File: src/rtl/rtccal_pkg.sv
`timescale 1ns / 1ps

package rtccal_pkg;

  typedef enum logic [1:0] {
    MODE_TICK = 2'd0,
    MODE_HOUR = 2'd1,
    MODE_LOAD = 2'd2
  } mode_e;

  localparam logic [6:0] YEAR_LAST   = 7'd99;
  localparam logic [3:0] MONTH_LAST  = 4'd12;
  localparam logic [4:0] HOUR_LAST   = 5'd23;
  localparam logic [5:0] MINUTE_LAST = 6'd59;
  localparam logic [5:0] SEC_LAST    = 6'd59;
  localparam logic [2:0] WD_SUNDAY   = 3'd7;
  localparam logic [2:0] WD_RESET    = 3'd6;

  localparam logic [4:0] MONTH_LEN [12] = '{
    5'd31, 5'd28, 5'd31, 5'd30, 5'd31, 5'd30,
    5'd31, 5'd31, 5'd30, 5'd31, 5'd30, 5'd31
  };

  localparam logic [2:0] SAK_OFF [12] = '{
    3'd0, 3'd3, 3'd2, 3'd5, 3'd0, 3'd3, 3'd5, 3'd1, 3'd4, 3'd6, 3'd2, 3'd4
  };

  typedef struct packed {
    logic [1:0] mode;
    logic [6:0] load_year;
    logic [3:0] load_month;
    logic [4:0] load_day;
    logic [4:0] load_hour;
    logic [5:0] load_minute;
    logic [5:0] load_sec;
  } in_item_t;

  typedef struct packed {
    logic [6:0] cur_year;
    logic [3:0] cur_month;
    logic [4:0] cur_day;
    logic [4:0] cur_hour;
    logic [5:0] cur_minute;
    logic [5:0] cur_sec;
    logic [2:0] cur_weekday;
    logic       load_rejected;
  } out_item_t;

  typedef struct packed {
    logic [6:0] year;
    logic [3:0] month;
    logic [4:0] day;
    logic [4:0] hour;
    logic [5:0] minute;
    logic [5:0] sec;
    logic [2:0] weekday;
  } cal_t;

  // Within 2000 to 2099 a year is a leap year exactly when it is a multiple of four.
  function automatic logic [4:0] days_in(input logic [6:0] year, input logic [3:0] month);
    logic [4:0] len;
    len = 5'd0;
    if (month >= 4'd1 && month <= MONTH_LAST) begin
      len = MONTH_LEN[month - 4'd1];
      if (month == 4'd2 && year[1:0] == 2'b00) begin
        len = 5'd29;
      end
    end
    return len;
  endfunction

  // Sakamoto's method reduced to the two-digit year: the century terms fold into a
  // constant that is a multiple of seven, and 1999 gives a base of five.
  function automatic logic [2:0] weekday_of(input logic [6:0] year, input logic [3:0] month,
                                            input logic [4:0] day);
    logic       early;
    logic [6:0] k;
    logic [7:0] base;
    logic [7:0] sum;
    logic [5:0] s1;
    logic [3:0] s2;
    logic [2:0] r;
    early = (month == 4'd1) || (month == 4'd2);
    k     = year - {6'd0, early};
    if (early && year == 7'd0) begin
      base = 8'd5;
    end else begin
      base = {1'b0, k} + {3'd0, k[6:2]};
    end
    sum = base + {5'd0, SAK_OFF[month - 4'd1]} + {3'd0, day};
    s1  = {1'b0, sum[7:3]} + {3'd0, sum[2:0]};
    s2  = {1'b0, s1[5:3]} + {1'b0, s1[2:0]};
    if (s2 >= 4'd7) begin
      r = 3'(s2 - 4'd7);
    end else begin
      r = s2[2:0];
    end
    return (r == 3'd0) ? WD_SUNDAY : r;
  endfunction

endpackage

File: src/rtl/rtccal_if.sv
`timescale 1ns / 1ps

interface rtccal_in_if;
  import rtccal_pkg::*;
  logic     valid;
  logic     ready;
  in_item_t data;
  modport source (output valid, output data, input ready);
  modport sink (input valid, input data, output ready);
endinterface

interface rtccal_out_if;
  import rtccal_pkg::*;
  logic      valid;
  logic      ready;
  out_item_t data;
  modport source (output valid, output data, input ready);
  modport sink (input valid, input data, output ready);
endinterface

File: src/rtl/rtccal_in_stage.sv
`timescale 1ns / 1ps

module rtccal_in_stage import rtccal_pkg::*; (
  input  logic       clk_i,
  input  logic       rst_ni,
  rtccal_in_if.sink  in_i,
  input  logic       advance_i,
  output logic       valid_o,
  output in_item_t   item_o
);

  logic     valid_q;
  logic     valid_d;
  in_item_t item_q;
  logic     take;

  assign in_i.ready = !valid_q || advance_i;
  assign take       = in_i.valid && in_i.ready;
  assign valid_d    = take || (valid_q && !advance_i);

  always_ff @(posedge clk_i or negedge rst_ni) begin
    if (!rst_ni) begin
      valid_q <= 1'b0;
    end else begin
      valid_q <= valid_d;
    end
  end

  always_ff @(posedge clk_i) begin
    if (take) begin
      item_q <= in_i.data;
    end
  end

  assign valid_o = valid_q;
  assign item_o  = item_q;

endmodule

File: src/rtl/rtccal_step.sv
`timescale 1ns / 1ps

module rtccal_step import rtccal_pkg::*; (
  input  cal_t     cal_i,
  input  in_item_t item_i,
  output cal_t     cal_o,
  output logic     rejected_o
);

  logic load_ok;
  logic min_inc;
  logic hour_inc;
  logic day_inc;
  logic month_inc;
  cal_t nxt;

  always_comb begin
    load_ok = item_i.load_year <= YEAR_LAST
           && item_i.load_month inside {[4'd1:MONTH_LAST]}
           && item_i.load_day >= 5'd1
           && item_i.load_day <= days_in(item_i.load_year, item_i.load_month)
           && item_i.load_hour <= HOUR_LAST
           && item_i.load_minute <= MINUTE_LAST
           && item_i.load_sec <= SEC_LAST;
  end

  always_comb begin
    nxt        = cal_i;
    rejected_o = 1'b0;
    min_inc    = 1'b0;
    hour_inc   = 1'b0;
    day_inc    = 1'b0;
    month_inc  = 1'b0;
    case (item_i.mode)
      MODE_TICK: begin
        if (cal_i.sec == SEC_LAST) begin
          nxt.sec = 6'd0;
          min_inc = 1'b1;
        end else begin
          nxt.sec = cal_i.sec + 6'd1;
        end
      end
      MODE_HOUR: begin
        hour_inc = 1'b1;
      end
      MODE_LOAD: begin
        if (load_ok) begin
          nxt.year    = item_i.load_year;
          nxt.month   = item_i.load_month;
          nxt.day     = item_i.load_day;
          nxt.hour    = item_i.load_hour;
          nxt.minute  = item_i.load_minute;
          nxt.sec     = item_i.load_sec;
          nxt.weekday = weekday_of(item_i.load_year, item_i.load_month, item_i.load_day);
        end else begin
          rejected_o = 1'b1;
        end
      end
      default: begin
      end
    endcase

    if (min_inc) begin
      if (cal_i.minute == MINUTE_LAST) begin
        nxt.minute = 6'd0;
        hour_inc   = 1'b1;
      end else begin
        nxt.minute = cal_i.minute + 6'd1;
      end
    end

    if (hour_inc) begin
      if (cal_i.hour == HOUR_LAST) begin
        nxt.hour = 5'd0;
        day_inc  = 1'b1;
      end else begin
        nxt.hour = cal_i.hour + 5'd1;
      end
    end

    if (day_inc) begin
      nxt.weekday = (cal_i.weekday == WD_SUNDAY) ? 3'd1 : cal_i.weekday + 3'd1;
      if (cal_i.day >= days_in(cal_i.year, cal_i.month)) begin
        nxt.day   = 5'd1;
        month_inc = 1'b1;
      end else begin
        nxt.day = cal_i.day + 5'd1;
      end
    end

    if (month_inc) begin
      if (cal_i.month == MONTH_LAST) begin
        nxt.month = 4'd1;
        nxt.year  = (cal_i.year == YEAR_LAST) ? 7'd0 : cal_i.year + 7'd1;
      end else begin
        nxt.month = cal_i.month + 4'd1;
      end
    end
  end

  assign cal_o = nxt;

endmodule

File: src/rtl/rtc_calendar_counter.sv
`timescale 1ns / 1ps

// Calendar counter for the years 2000 to 2099, reset to Saturday 2000-01-01 00:00:00.
// Each item ticks one second, adds one hour or loads a checked date and time (any
// other mode leaves the time as it is), and returns one result with the time after
// that step. An item is registered on acceptance and its result appears in the output
// register at the next clock edge at which that register is free; one item is taken
// in every cycle while the output is not held back, as the whole calendar update is a
// single pass of logic between the input register and the state and result registers.

module rtc_calendar_counter import rtccal_pkg::*; (
  input  logic         clk_i,
  input  logic         rst_ni,
  rtccal_in_if.sink    in_i,
  rtccal_out_if.source out_o
);

  logic      stage_valid;
  in_item_t  stage_item;
  logic      advance;
  cal_t      cal_q;
  cal_t      cal_d;
  logic      rejected;
  logic      out_valid_q;
  out_item_t res_q;

  assign advance = stage_valid && (!out_valid_q || out_o.ready);

  rtccal_in_stage u_in_stage (
    .clk_i     (clk_i),
    .rst_ni    (rst_ni),
    .in_i      (in_i),
    .advance_i (advance),
    .valid_o   (stage_valid),
    .item_o    (stage_item)
  );

  rtccal_step u_step (
    .cal_i      (cal_q),
    .item_i     (stage_item),
    .cal_o      (cal_d),
    .rejected_o (rejected)
  );

  always_ff @(posedge clk_i or negedge rst_ni) begin
    if (!rst_ni) begin
      cal_q       <= '{year: 7'd0, month: 4'd1, day: 5'd1, hour: 5'd0,
                       minute: 6'd0, sec: 6'd0, weekday: WD_RESET};
      out_valid_q <= 1'b0;
    end else begin
      if (advance) begin
        cal_q <= cal_d;
      end
      out_valid_q <= advance || (out_valid_q && !out_o.ready);
    end
  end

  always_ff @(posedge clk_i) begin
    if (advance) begin
      res_q <= '{cur_year: cal_d.year, cur_month: cal_d.month, cur_day: cal_d.day,
                 cur_hour: cal_d.hour, cur_minute: cal_d.minute, cur_sec: cal_d.sec,
                 cur_weekday: cal_d.weekday, load_rejected: rejected};
    end
  end

  assign out_o.valid = out_valid_q;
  assign out_o.data  = res_q;

  a_state_in_range: assert property (@(posedge clk_i) disable iff (!rst_ni)
    cal_q.weekday != 3'd0 && cal_q.month != 4'd0 && cal_q.month <= MONTH_LAST
      && cal_q.day != 5'd0 && cal_q.hour <= HOUR_LAST)
    else $error("calendar state out of range");

  a_tick_not_rejected: assert property (@(posedge clk_i) disable iff (!rst_ni)
    advance && stage_item.mode == MODE_TICK |=> out_o.valid && !out_o.data.load_rejected)
    else $error("tick item flagged as rejected load");

  a_tick_sec: assert property (@(posedge clk_i) disable iff (!rst_ni)
    advance && stage_item.mode == MODE_TICK && cal_q.sec != SEC_LAST
      |=> cal_q.sec == $past(cal_q.sec) + 6'd1 && $stable(cal_q.minute))
    else $error("tick did not advance the second alone");

  a_reject_holds: assert property (@(posedge clk_i) disable iff (!rst_ni)
    advance && rejected |=> $stable(cal_q))
    else $error("rejected load changed the time");

endmodule
File: src/flat_wrapper.sv
// flat-port wrapper written by rule: the top's interface ports become plain ports
module rtc_calendar_counter_flat import rtccal_pkg::*;
  (clk_i, rst_ni, in_i_valid, in_i_data, in_i_ready, out_o_valid, out_o_data, out_o_ready);
  rtccal_in_if in_i_i ();
  rtccal_out_if out_o_i ();
  input  logic clk_i;
  input  logic rst_ni;
  input wire logic [$bits(in_i_i.valid)-1:0] in_i_valid;
  input wire logic [$bits(in_i_i.data)-1:0] in_i_data;
  output wire logic [$bits(in_i_i.ready)-1:0] in_i_ready;
  output wire logic [$bits(out_o_i.valid)-1:0] out_o_valid;
  output wire logic [$bits(out_o_i.data)-1:0] out_o_data;
  input wire logic [$bits(out_o_i.ready)-1:0] out_o_ready;
  assign in_i_i.valid = in_i_valid;
  assign in_i_i.data = in_i_data;
  assign in_i_ready = in_i_i.ready;
  assign out_o_valid = out_o_i.valid;
  assign out_o_data = out_o_i.data;
  assign out_o_i.ready = out_o_ready;
  rtc_calendar_counter u_core (.clk_i(clk_i), .rst_ni(rst_ni), .in_i(in_i_i), .out_o(out_o_i));
endmodule
File: config.mk
export PLATFORM = sky130hd
export DESIGN_NAME = rtc_calendar_counter_flat
export DESIGN_NICKNAME = d
export VERILOG_FILES = /design/src/rtl/rtccal_pkg.sv /design/src/rtl/rtccal_if.sv /design/src/rtl/rtccal_in_stage.sv /design/src/rtl/rtccal_step.sv /design/src/rtl/rtc_calendar_counter.sv /design/src/flat_wrapper.sv
export SDC_FILE = /design/constraint.sdc
export NUM_CORES = 1
export LEC_CHECK = 0
export BUFFER_PORTS_ARGS = -buffer_cell sky130_fd_sc_hd__buf_2
export CORE_ASPECT_RATIO = 0.8
export CORE_MARGIN = 8
export CORE_UTILIZATION = 55
export DETAILED_ROUTE_END_ITERATION = 8
export GPL_TIMING_DRIVEN = 0
export PLACE_DENSITY = 0.76
export REMOVE_ABC_BUFFERS = 1
export SKIP_LAST_GASP = 1
export SYNTH_ARGS = -nofsm -noshare
export SYNTH_HDL_FRONTEND = slang
export SYNTH_SLANG_ARGS = --single-unit
File: constraint.sdc
create_clock -name clk_i -period 15.3 [get_ports clk_i]
set_input_delay 2.295 -clock clk_i [delete_from_list [all_inputs] [get_ports clk_i]]
set_output_delay 2.295 -clock clk_i [all_outputs]
set_load 0.01 [all_outputs]
=== After elaboration in Yosys (flattened, before gate mapping) ===
Memories as Yosys holds them, arrays and structs flattened.
Index checks and enable logic that the tools add are counted.

* Bitwise operators: 2
* Equal/unequal tests: 11
* Order comparisons: 14
* Reductions and logical operators: 29
* $add $sub $neg: 16
* Muxes and demuxes: 45

{| class="wikitable"
|+ Operators by type and width
! operator !! count
|-
| 5-bit two-way mux || 13
|-
| 36-bit two-way mux || 1
|-
| 27-bit two-way mux || 1
|-
| 3-bit two-way mux || 9
|-
| 8-bit two-way mux || 3
|-
| 6-bit two-way mux || 3
|-
| 1-bit logical AND || 15
|-
| 7-bit two-way mux || 2
|-
| 6-bit by 1-bit adder with 6-bit output, second input constant || 2
|-
| 6-bit equality test, second input constant || 2
|-
| 6-bit less-or-equal comparator, second input constant || 2
|-
| 6-bit case mux with 2 select lines || 1
|-
| 11-bit two-way mux || 1
|-
| 5-bit by 1-bit adder with 5-bit output, second input constant || 2
|-
| 5-bit greater-or-equal comparator, second input constant || 2
|-
| 1-bit two-way mux || 10
|-
| 4-bit inverter with 5-bit output || 2
|-
| 7-bit by 5-bit adder with 8-bit output || 1
|-
| 8-bit by 3-bit adder with 8-bit output || 1
|-
| 8-bit by 5-bit adder with 8-bit output || 1
|-
| 4-bit by 2-bit equality test with 1-bit output, second input constant || 2
|-
| 4-bit by 1-bit greater-or-equal comparator with 1-bit output, second input constant || 2
|-
| 4-bit less-or-equal comparator, second input constant || 2
|-
| 4-bit by 1-bit subtractor with 4-bit output, second input constant || 2
|-
| 26 further kinds || 35
|}

* Memory bits (read-only): 208
* Register bits: 110
* Memories kept: 3
* Input port bits: 39

{| class="wikitable"
|+ Memories
! memory !! words !! width !! rd ports !! clocked after Yosys merged registers in !! wr ports !! RTL line !! RTL
|-
| (name not given) || 16 || 5 || 1 || 0 || 0 || rtccal_pkg.sv:64 || <nowiki>len = MONTH_LEN[month - 4'd1];</nowiki>
|-
| (name not given) || 16 || 5 || 1 || 0 || 0 || rtccal_pkg.sv:64 ||
|-
| (name not given) || 16 || 3 || 1 || 0 || 0 || rtccal_pkg.sv:90 || <nowiki>sum = base + {5'd0, SAK_OFF[month - 4'd1]} + {3'd0, day};</nowiki>
|}

=== Depth between registers and ports, before layout ===
Gate-level depths: netlist of the first run.

* Depth after elaboration: 28
* Mapped depth: 34
* Depth with buffers taken out: 33

=== By module ===
Synthesis of the first run repeated with hierarchy kept, for this count alone.

* Cells, all modules: 593
* Area, all modules: 6731.5 um^2

{| class="wikitable"
|+ Modules (own cells, without submodules)
! module !! instances !! cells each !! area an instance (um^2)
|-
| rtccal_step || 1 || 437 || 3001.6
|-
| rtc_calendar_counter || 1 || 117 || 2625.0
|-
| rtccal_in_stage || 1 || 39 || 1104.8
|}

=== Worst setup path before layout of the first run ===
Ideal clock, no wire load.

* Path kind: register -> register
* From: register u_core.u_in_stage.item_q, in the netlist u_core.u_in_stage.item_o[24]
* To: register u_core.res_q, in the netlist u_core.out_o.data[1] (data pin)
* Cell stages (with the launch flop): 33
* Path slack: 8.571 ns
* Data required time: 15.036 ns
* Buffers on the path: 1
* Arrival: 6.465 ns
* Path through: edfxtp_1 -> buf_2 -> or2_4 -> a21oi_1 -> ha_1 -> nor3b_4 -> xnor2_1 -> inv_1 -> xnor2_1 -> ha_1 -> o21bai_2 -> xor2_1 -> nor2_1 -> fa_1 -> inv_1 -> fa_1 -> a21o_1 -> a21oi_1 -> xnor2_1 -> ha_1 -> a21oi_1 -> nor2_1 -> mux2_4 -> xor2_1 -> fa_1 -> nor2b_1 -> or2_2 -> a221oi_1 -> a21oi_1 -> a31oi_1 -> and3_1 -> o21bai_1 -> a21oi_1

{| class="wikitable"
|+ RTL lines
! what !! RTL line !! RTL
|-
| start, declared || rtccal_in_stage.sv:14 || <nowiki>in_item_t item_q;</nowiki>
|-
| start signal, assigned || rtccal_in_stage.sv:31 || <nowiki>item_q <= in_i.data;</nowiki>
|-
| end signal, assigned || rtc_calendar_counter.sv:60 || <nowiki>res_q <= '{cur_year: cal_d.year, cur_month: cal_d.month, cur_day: cal_d.day,</nowiki>
|-
| end, declared || rtc_calendar_counter.sv:25 || <nowiki>out_item_t res_q;</nowiki>
|}

==> reports/metrics.cfg, run 1 <==
[sta]
finalHoldViolations=0
highest_clock_frequency_the_design_can_meet_mhz=133
timing.clock.skew_ps=10.1
finalSetupViolCount=0
totalNegativeSetupSlack_ps=0
setup_repair_after_global_routing_missed_its_margin=false
period_needed_ps=7510
worst_pin_slew_ps=1080
period_share_pct=49.1
slew_headroom_pct=27.0
final_max_slew_viol_count=0

[grt]
grt_pass1_vias=5401
grt_util_all_layers_pct=19.9
grt_pass1_wl_um=26300
number_of_antenna_violations_at_the_first_check_in_global_routing=0
congestion_overflow_gr=0
largest_net_degree_at_the_start_of_global_routing=47

[routing]
detailed_router_iteration_count_before_antenna_repair=5
vias_per_cell=6.05
drcViolationCount=0
drt_wl_total_um=15900
first_iter_violations=457
via_count=5501
antenna_violating_nets_post_route=0
route.detailed.wl_per_inst_um=17.5

[yosys]
postSynthAreaPerCell_um2=10.1
postSynth.asyncResetShare_pct=34.5
yosysMostFrequentCell=sky130_fd_sc_hd__edfxtp_1
postSynthRegisterBits=110
synth.largest_area_cell=sky130_fd_sc_hd__edfxtp_1
netlist-cell-type-count=73
synth_top_cells_by_count=72 x sky130_fd_sc_hd__edfxtp_1, 58 x sky130_fd_sc_hd__nand2_1, 55 x sky130_fd_sc_hd__nor2_1, 47 x sky130_fd_sc_hd__a21oi_1
syn_std_cell_area_mm2=0.00688
seq_area_frac_synth_pct=45.3
netlist.area_leader.share_pct=31.4
synth.yosys.warnings=0
synthFlopType=sky130_fd_sc_hd__edfxtp_1
synth-edff-count=72
syn-instance-count=682
synth_top_cells_by_area=sky130_fd_sc_hd__edfxtp_1 31%, sky130_fd_sc_hd__dfrtp_1 12%, sky130_fd_sc_hd__ha_1 8.0%

[worst_setup_path]
critPathSlowestCell=sky130_fd_sc_hd__edfxtp_1
path_common_cell=sky130_fd_sc_hd__a21oi_1
worst_r2r_path_depth=31
critical_path_start_type=register
slowest_delay_ps=580
rrSetupSlack_ps=7790
timing_worst_setup_path_type=reg2reg
crit_fanout=13
timing.critical_path.required_ps=15380
end_kind=register
endpoint_of_the_lowest_slack_register_to_register_path=u_core.out_o.data[1]
cp-startpoint=u_core.u_in_stage.item_o[22]
timing.critical_path.arrival_ps=7600
timing.rr.start=u_core.u_in_stage.item_o[22]

[clock_network]
ctsLongestPathBuffers=2
post_cts_resize_count=0
cts_inserted_buffers=9
clock_sink_count=110
cts_tree=yes
worst_setup_hold_path_clk_slew_ps=70
clkLatencyLatePin_ps=350
clock_tree.root_cell=sky130_fd_sc_hd__clkbuf_16
number_of_buffers_inserted_for_hold_repair_after_clock_tree_synthesis=0
htree_num_levels=3
post_cts_buffers=0

[layout]
final_nets=823
syn_to_final_growth_pct=11.4
layout-drive-gt1-share_pct=16.0
post-route-util_pct=62.8
antennaDiodeCount=0

[floorplan]
rows=36
io_pins=78
initial_utilization_pct=56.4
die_area_mm2=0.0164
design.core.area_mm2=0.0122
die_w_um=141
dieHeight_um=116

[outcome]
status=complete, no violations

[hold_path]
min_from=u_core.u_in_stage.valid_o
worstHoldPathType=reg2reg
hold_depth=1
min_delay_worst_endpoint=u_core.out_o.valid

[power_and_ir_drop]
p_leak_nw=3.22
powerDensity_mw_per_mm2=200
ir_worst_vdd_uv=194

[placement]
port_buffers=77
gp_congestion=0.887
hpwl_um=11400

[run]
cap_viol_max_count=0

[logic make-up after synthesis]
| group | Yosys count | synth area share, % |
|---|---|---|
| compound gates | 202 | 19.2 |
| xor+xnor | 40 | 5.20 |
| fa+ha+maj | 50 | 9.74 |
| buf+inv | 69 | 4.40 |
| flops | 110 | 45.3 |
| mux | 15 | 2.27 |
| simple gates | 196 | 13.9 |
[worst max path at each step]
stage / endpoint / slack, ps
global placement: u_core.out_o.data[1] / 8050
global route: u_core.out_o.data[1] / 7240
detailed placement: u_core.out_o.data[1] / 7810
floorplan: u_core.out_o.data[1] / 8500
finish: u_core.out_o.data[1] / 7790
CTS: u_core.out_o.data[1] / 7750
[critical path: cells and delay by family (launching register included)]
family	cells	cell delay, ps
xor+xnor	5	850
flops	1	580
buf+inv	2	200
compound gates	10	1840
mux	1	290
simple gates	7	1340
fa+ha+maj	6	2130
[sequential cells by signal, indices dropped and copies added, names as in the netlist]
name / cells
u_core.cal_q: 36
u_core.u_in_stage.valid_o: 1
u_core.out_o.data: 37
u_core.out_o.valid: 1
u_core.u_in_stage.item_o: 35
[through the flow]
step / total power [mW] / cells / area, um^2 / worst slack (ps) / hold WS (ps)
2_1_floorplan: 1.08 / 644 / 6700 / 8500 / 457
3_3_place_gp: 1.21 / 892 / 7300 / 8050 / 467
3_5_place_dp: 1.28 / 894 / 7350 / 7810 / 494
4_1_cts: 1.54 / 910 / 7670 / 7750 / 502
5_1_grt: 1.67 / 910 / 7670 / 7240 / 530
6_report: 1.54 / 910 / 7670 / 7790 / 500
[cells in the final DEF, fill, tap and decap left out, drive strengths merged, types with 7 or more instances in the layout]
cell,n
o21a,10
nand2,58
ha,44
buf,79
dfrtp,34
nor2b,10
a21oi,49
edfxtp,72
a21o,13
xor2,21
a22oi,7
o21ai,48
nor2,56
inv,34
mux2i,13
nand2b,10
nand3,18
clkbuf,10
xnor2,19
o22ai,17
a31oi,13
[metal layers]
layer  vias to the layer above  part of all wire (%)  GRT usage (%)
met5                         -                     0              0
met2                       223                    46           32.6
li1                       2583                     -              -
met1                      2669                    45           26.0
met3                        26                   6.5           4.28
met4                         0                   1.5           6.43
[area by class of cell]
type / instances / area (um^2)
tap: 171 / 214
multi-input combinational: 503 / 3470
timing repair buffer: 79 / 433
clock buffer: 10 / 229
fill: 1002 / 4540
clock inverter: 6 / 92.6
inverter: 31 / 116
sequential: 110 / 3120
[where the power goes]
part | total (mW) | switching (mW) | internal (mW)
Combinational | 0.792 | 0.442 | 0.350
Sequential | 0.491 | 0.0827 | 0.408
Clock | 0.253 | 0.108 | 0.145
Total | 1.54 | 0.632 | 0.904
No activity file was read; power rests on OpenSTA's default activity.
==> run 2: changes to the inputs <==
- ABC_AREA: not set -> 1
- clock period: 15.3 -> 7.4 ns (I/O delays scaled with it)
==> run 2 against run 1 <==
  * Die area shrank 0.73%
  * Global-route usage shrank 0.97 points
  * Combinational power grew 76%
  * Setup slack lost 7300 ps
  * Critical path depth grew 12
  * Sequential power grew 88%
  * First-iteration DRC count shrank 1.1%
  * Routed wire length shrank 5.7%
  * Critical endpoint is now u_core.cal_q[0]
  * Largest power group unchanged
==> reports/metrics.cfg, run 2 <==
[outcome]
status=complete, no violations

[floorplan]
design.core.area_mm2=0.0122  ; -0.37%
initial_utilization_pct=56.1  ; -0.26 points
rows=36  ; unchanged
dieHeight_um=116  ; -0.36%
die_area_mm2=0.0163  ; -0.73%
io_pins=78  ; unchanged
die_w_um=141  ; -0.37%

[worst_setup_path]
timing.critical_path.buf_inv=11  ; +9
critical_path_start_type=register
slowest_delay_ps=570  ; about the same
timing.critical_path.arrival_ps=7110  ; -490 ps
timing_worst_setup_path_type=reg2reg
critPathSlowestCell=sky130_fd_sc_hd__fa_1
timing.critical_path.max_delay_family=adder cells
crit_fanout=5  ; -8
end_kind=register
timing.critical_path.required_ps=7600  ; -7780 ps

[layout]
syn_to_final_growth_pct=13.9
layout-drive-gt1-share_pct=14.1  ; -1.8 points
final_nets=983  ; +19%
final_cell_count_no_fill=1051  ; +15%
multi_input_comb_area_mm2=0.00328  ; -5.3%
n_fill_cell=1032  ; +3.0%
regArea_mm2=0.00312  ; unchanged
finish.instance_area_mm2=0.00777  ; +1.4%
layout.cells.most_common=sky130_fd_sc_hd__nand2_1
antennaDiodeCount=0  ; unchanged
mostFrequentLayoutCells=253 x sky130_fd_sc_hd__nand2_1, 107 x sky130_fd_sc_hd__inv_1, 77 x sky130_fd_sc_hd__buf_2, 72 x sky130_fd_sc_hd__edfxtp_1, 67 x sky130_fd_sc_hd__nand3_1
largest_reg_flops=37  ; unchanged

[clock_network]
clock_sink_count=110  ; unchanged
clkLatencyLatePin_ps=360  ; about the same
cts_tree=yes
htree_num_levels=3  ; unchanged
ctsLongestPathBuffers=2  ; unchanged
clock_tree.root_cell=sky130_fd_sc_hd__clkbuf_16
cts_inserted_buffers=9  ; unchanged
worst_setup_hold_path_clk_slew_ps=80  ; about the same

[placement]
pre_cts_slack_ps=131  ; -7680 ps
gp_congestion=0.875  ; -1.4%
postPlaceCellArea_mm2=0.00735  ; +0.10%
port_buffers=77  ; unchanged
inst_count_dp=1030  ; +15%
hpwl_um=10800  ; -5.5%

[grt]
grt_pass1_vias=5344  ; -1.1%
grt_util_all_layers_pct=19.0  ; -0.97 points
grt_pass1_wl_um=24900  ; -5.3%
largest_net_degree_at_the_start_of_global_routing=84  ; +79%
congestion_overflow_gr=0  ; unchanged
number_of_antenna_violations_at_the_first_check_in_global_routing=0  ; unchanged

[routing]
vias_per_cell=5.32  ; -12%
drt_wl_total_um=15000  ; -5.7%
first_iter_violations=452  ; -1.1%
antenna_violating_nets_post_route=0  ; unchanged
drcViolationCount=0  ; unchanged
detailed_router_iteration_count_before_antenna_repair=5  ; unchanged
route.detailed.wl_per_inst_um=14.3  ; -18%
via_count=5590  ; +1.6%

[sta]
slew_headroom_pct=20.0  ; -7.0 points
finalSetupViolCount=0  ; unchanged
highest_clock_frequency_the_design_can_meet_mhz=145  ; +8.7%
holdWs_ps=483  ; -16.9 ps
period_needed_ps=6910  ; -602 ps
finalHoldViolations=0  ; unchanged
totalNegativeSetupSlack_ps=0  ; unchanged
period_share_pct=93.4  ; +44 points
timing.final.ws_setup_ps=488  ; -7300 ps
worst_pin_slew_ps=1200  ; +112 ps
final_max_slew_viol_count=0  ; unchanged
timing.clock.skew_ps=8.96  ; -1.13 ps

[yosys]
seq_area_frac_synth_pct=45.7  ; +0.38 points
postSynth.asyncResetShare_pct=34.5  ; unchanged
netlist-cell-type-count=43  ; -41%
netlist.area_leader.share_pct=31.7  ; +0.26 points
synth.yosys.warnings=0  ; unchanged
yosysMostFrequentCell=sky130_fd_sc_hd__nand2_1
syn-instance-count=815  ; +20%
synthFlopType=sky130_fd_sc_hd__edfxtp_1
synth.largest_area_cell=sky130_fd_sc_hd__edfxtp_1
synth-edff-count=72  ; unchanged
synth_top_cells_by_area=sky130_fd_sc_hd__edfxtp_1 32%, sky130_fd_sc_hd__nand2_1 14%, sky130_fd_sc_hd__dfrtp_1 12%
postSynthAreaPerCell_um2=8.37  ; -17%
postSynthRegisterBits=110  ; unchanged
syn_std_cell_area_mm2=0.00683  ; -0.84%
synth_top_cells_by_count=254 x sky130_fd_sc_hd__nand2_1, 110 x sky130_fd_sc_hd__inv_1, 72 x sky130_fd_sc_hd__edfxtp_1, 68 x sky130_fd_sc_hd__nand3_1, 50 x sky130_fd_sc_hd__nor2_1

[run]
cap_viol_max_count=0  ; unchanged

[hold_path]
worstHoldPathType=reg2reg

[power_and_ir_drop]
powerDensity_mw_per_mm2=361  ; +80%
ir_worst_vdd_uv=280  ; +44%
p_leak_nw=3.83  ; +19%

## run 2: cell count changes after synthesis, sizes merged, moves of 11 or more
cell | previous run | this run
mux2i | 13 | 0
buf | 21 | 9
a21oi | 49 | 22
a21o | 13 | 2
inv | 31 | 111
nand3 | 18 | 68
nand2 | 58 | 257
## run 2: final timing paths
path                                               from               end  slack [ps]  cells after the start
min in group asynchronous                        rst_ni  u_core.cal_q[34]         890                      1
max in group asynchronous                        rst_ni   u_core.cal_q[0]        5920                      1
hold / removal                          u_core.cal_q[1]   u_core.cal_q[1]         480                      2
setup reg to reg           u_core.u_in_stage.item_o[22]   u_core.cal_q[0]         490                     43
setup / recovery           u_core.u_in_stage.item_o[22]   u_core.cal_q[0]         490                     43
hold reg to reg                         u_core.cal_q[1]   u_core.cal_q[1]         480                      2
## run 2: layer usage
metal,up-vias,track usage [%],routed length (um)
li1,2831,-,-
met1,2600,25.6,7170
met2,145,30.3,6860
met3,14,4.86,833
met4,0,4.21,161
met5,-,0,0
## run 2: layout make-up
cell class / count / area share (%)
Clock buffer: 10 / 2.95
Clock inverter: 6 / 0.885
Inverter: 113 / 5.57
Multi-Input combinational cell: 576 / 42.2
Sequential cell: 110 / 40.1
Tap cell: 152 / 2.45
Timing Repair Buffer: 84 / 5.83
## run 2: cells by family (layout without fill, tap and decap cells)
family          Yosys count  in the layout  share of synthesized area, %
buf+inv                 129            213                          7.46
flops                   110            110                          45.7
fa+ha+maj                50             50                          9.83
simple gates            401            401                          25.2
xor+xnor                 25             25                          3.43
compound gates          100            100                          8.43
## run 2: worst reg2reg max path, delay by kind of cell, from the launching register on
family                   cells  cell delay [ps]
adder cells (fa/ha/maj)      9             2810
AND/OR/NAND/NOR             14             1190
buffers and inverters       11              860
XOR/XNOR                     3              700
AO/OA/AOI/OAI                6              690
flip-flops                   1              500
## run 2: what timing repair did
action,CTS,global route
setup buffers,0,5
resized for setup,0,16
hold buffers,0,0
setup endpoints to repair,0,6
## run 2: stage by stage
step	util (%)	power, mW
2_1_floorplan	-	1.94
4_1_cts	62.9	2.75
5_1_grt	63.9	3.09
3_3_place_gp	60.2	2.19
6_report	63.9	2.80
3_5_place_dp	60.5	2.24
## run 2: report_power, final
| group | switching, mW | total (mW) | internal, mW |
|---|---|---|---|
| logic | 0.830 | 1.39 | 0.558 |
| registers | 0.113 | 0.925 | 0.812 |
| clock network | 0.225 | 0.490 | 0.265 |
==> run 3: changes to the inputs <==
- CELL_PAD_IN_SITES_DETAIL_PLACEMENT: not set -> 0
- CELL_PAD_IN_SITES_GLOBAL_PLACEMENT: not set -> 1
- CORE_UTILIZATION: 55 -> 45
- PLACE_DENSITY: 0.76 -> not set
- PLACE_DENSITY_LB_ADDON: not set -> 0.1
==> run 3 against run 2 <==
  * Global-route usage is 2.4 points lower
  * Via count is 0.59% lower
  * Fmax is 2.1% higher
  * Sequential power hardly changed
  * Clock-buffer cell count is 1 lower
  * Largest power group unchanged
  * Hold slack worse by 3.0 ps
  * Sequential share of layout area hardly changed
  * Clock power hardly changed
  * Cell area hardly changed
==> reports/metrics.cfg, run 3 (synthesized netlist as in run 2, its figures left out) <==
[clock_network]
clock_tree.root_cell=sky130_fd_sc_hd__clkbuf_16
cts_inserted_buffers=9  ; unchanged
clkLatencyLatePin_ps=360  ; about the same
clock_sink_count=110  ; unchanged
ctsLongestPathBuffers=2  ; unchanged
htree_num_levels=3  ; unchanged
number_of_buffers_inserted_for_hold_repair_after_clock_tree_synthesis=0  ; unchanged
worst_setup_hold_path_clk_slew_ps=70  ; about the same
cts_tree=yes

[worst_setup_path]
timing.critical_path.arrival_ps=6970  ; -140 ps
timing.critical_path.required_ps=7600  ; about the same
critPathSlowestCell=sky130_fd_sc_hd__fa_1
path_common_cell=sky130_fd_sc_hd__nand2_1
wp_depth=42  ; -2.3%
timing_worst_setup_path_type=reg2reg
end_kind=register
critical_path_start_type=register
timing.rr.start=u_core.u_in_stage.item_o[22]
crit_fanout=7  ; +2
endpoint_of_the_lowest_slack_register_to_register_path=u_core.cal_q[0]
rrSetupSlack_ps=630  ; +140 ps
slowest_delay_ps=570  ; about the same
worst_r2r_path_depth=42  ; -2.3%
timing.critical_path.buf_inv=10  ; -1
timing.critical_path.max_delay_family=adder cells

[sta]
finalHoldViolations=0  ; unchanged
finalSetupViolCount=0  ; unchanged
totalNegativeSetupSlack_ps=0  ; unchanged
period_needed_ps=6770  ; -142 ps
worst_pin_slew_ps=1180  ; -14.9 ps
period_share_pct=91.5  ; -1.9 points
final_max_slew_viol_count=0  ; unchanged
highest_clock_frequency_the_design_can_meet_mhz=148  ; +2.1%
timing.clock.skew_ps=10.4  ; +1.41 ps
timing.final.ws_setup_ps=630  ; +142 ps
setup_repair_after_global_routing_missed_its_margin=false
slew_headroom_pct=21.0  ; +1.0 points

[grt]
congestion_overflow_gr=0  ; unchanged
grt_util_all_layers_pct=16.5  ; -2.4 points
grt_busiest_layer=met2
grt_pass1_wl_um=26200  ; +5.3%
global_route.usage.met1_pct=23.0  ; -2.7 points
grt_pass1_vias=5324  ; -0.37%
largest_net_degree_at_the_start_of_global_routing=84  ; unchanged
global_route.usage.met3_pct=4.14  ; -0.72 points
globalRouteMet2Util_pct=25.2  ; -5.1 points
number_of_antenna_violations_at_the_first_check_in_global_routing=0  ; unchanged

[floorplan]
die_w_um=154  ; +9.4%
io_pins=78  ; unchanged
rows=40  ; +11%
die_area_mm2=0.0194  ; +19%
dieHeight_um=126  ; +9.1%
design.core.area_mm2=0.0149  ; +23%
initial_utilization_pct=45.8  ; -10 points

[routing]
detailed_router_iteration_count_before_antenna_repair=5  ; unchanged
route.detailed.wl_per_inst_um=14.4  ; +1.0%
vias_per_cell=5.12  ; -3.7%
via_count=5557  ; -0.59%
drcViolationCount=0  ; unchanged
drt_wl_total_um=15700  ; +4.3%
first_iter_violations=320  ; -29%
antenna_violating_nets_post_route=0  ; unchanged

[power_and_ir_drop]
power.total_mw=2.77  ; -1.2%
p_sw_share_pct=41.7  ; about the same
cell_int_power_mw=1.62  ; -1.2%
combPwrFrac_pct=48.9  ; -0.6 points
ir_worst_vdd_uv=175  ; -37%
p_switching_mw=1.15  ; -1.2%
powerDensity_mw_per_mm2=356  ; -1.2%
p_leak_nw=3.82  ; -0.28%
p_seq_share_pct=33.3  ; +0.3 points
power_share_of_the_clock_group_pct=17.7  ; +0.2 points

[placement]
pre_cts_slack_ps=280  ; +149 ps
postPlaceCellArea_mm2=0.00741  ; +0.80%
port_buffers=77  ; unchanged
gp_congestion=0.856  ; -2.1%
inst_count_dp=1067  ; +3.6%
hpwl_um=11500  ; +6.6%

[layout]
syn_to_final_growth_pct=13.8  ; about the same
final_cell_count_no_fill=1085  ; +3.2%
finish.instance_area_mm2=0.00777  ; about the same
largest_reg_flops=37  ; unchanged
antennaDiodeCount=0  ; unchanged
layout-drive-gt1-share_pct=13.6  ; -0.51 points
layout.cells.most_common=sky130_fd_sc_hd__nand2_1
final_nets=980  ; -0.31%
mostFrequentLayoutCells=254 x sky130_fd_sc_hd__nand2_1, 106 x sky130_fd_sc_hd__inv_1, 77 x sky130_fd_sc_hd__buf_2, 72 x sky130_fd_sc_hd__edfxtp_1, 67 x sky130_fd_sc_hd__nand3_1

[outcome]
status=complete, no violations

[run]
cap_viol_max_count=0  ; unchanged

[hold_path]
min_from=u_core.cal_q[1]
worstHoldPathType=reg2reg
min_delay_worst_endpoint=u_core.cal_q[1]
hold_depth=2  ; unchanged

-- run 3: layout make-up --
cell class | instances | area [um^2]
Fill cell | 1429 | 7150
Multi-Input combinational cell | 576 | 3240
Sequential cell | 110 | 3120
Timing Repair Buffer | 81 | 443
Inverter | 113 | 433
Tap cell | 189 | 236
Clock buffer | 9 | 225
Clock inverter | 7 | 71.3
-- run 3: what timing repair did --
action | in CTS | in global routing
setup buffers | 0 | 2
resized for setup | 0 | 12
setup endpoints to repair | 0 | 6
-- run 3: routing by layer --
| layer | wire (um) | up-vias |
|---|---|---|
| met5 | 0 | - |
| met3 | 834 | 15 |
| met2 | 6700 | 128 |
| met1 | 7920 | 2578 |
| li1 | - | 2836 |
| met4 | 204 | 0 |
-- run 3: power groups by stage --
stage | sequential [mW] | clock [mW] | combinational [mW]
2_1_floorplan | 0.930 | 0 | 1.01
3_3_place_gp | 0.933 | 0 | 1.27
3_5_place_dp | 0.933 | 0 | 1.33
4_1_cts | 0.923 | 0.507 | 1.34
5_1_grt | 0.942 | 0.526 | 1.58
6_report | 0.923 | 0.491 | 1.35
-- run 3: how the worst max path moves through the flow --
stage,from,to,slack (ps)
floorplan,u_core.u_in_stage.item_o[22],u_core.cal_q[0],920
global placement,u_core.u_in_stage.item_o[22],u_core.cal_q[0],290
detailed placement,u_core.u_in_stage.item_o[22],u_core.out_o.data[2],280
CTS,u_core.u_in_stage.item_o[22],u_core.cal_q[0],270
global route,u_core.u_in_stage.item_o[22],u_core.cal_q[0],7
finish,u_core.u_in_stage.item_o[22],u_core.cal_q[0],630
-- run 3: worst min-delay path, cell delays in order, from the launching register on --
cell and delay [ps]:
sky130_fd_sc_hd__dfstp_2 380, sky130_fd_sc_hd__nand2_1 60, sky130_fd_sc_hd__nand2_1 50
-- run 3: metrics by stage --
| stage | hold slack [ps] | util (%) |
|---|---|---|
| after floorplan | 456 | - |
| after global placement | 467 | 49.4 |
| after detailed placement | 474 | 49.7 |
| after CTS | 484 | 51.7 |
| after global routing | 516 | 52.1 |
| final | 480 | 52.1 |
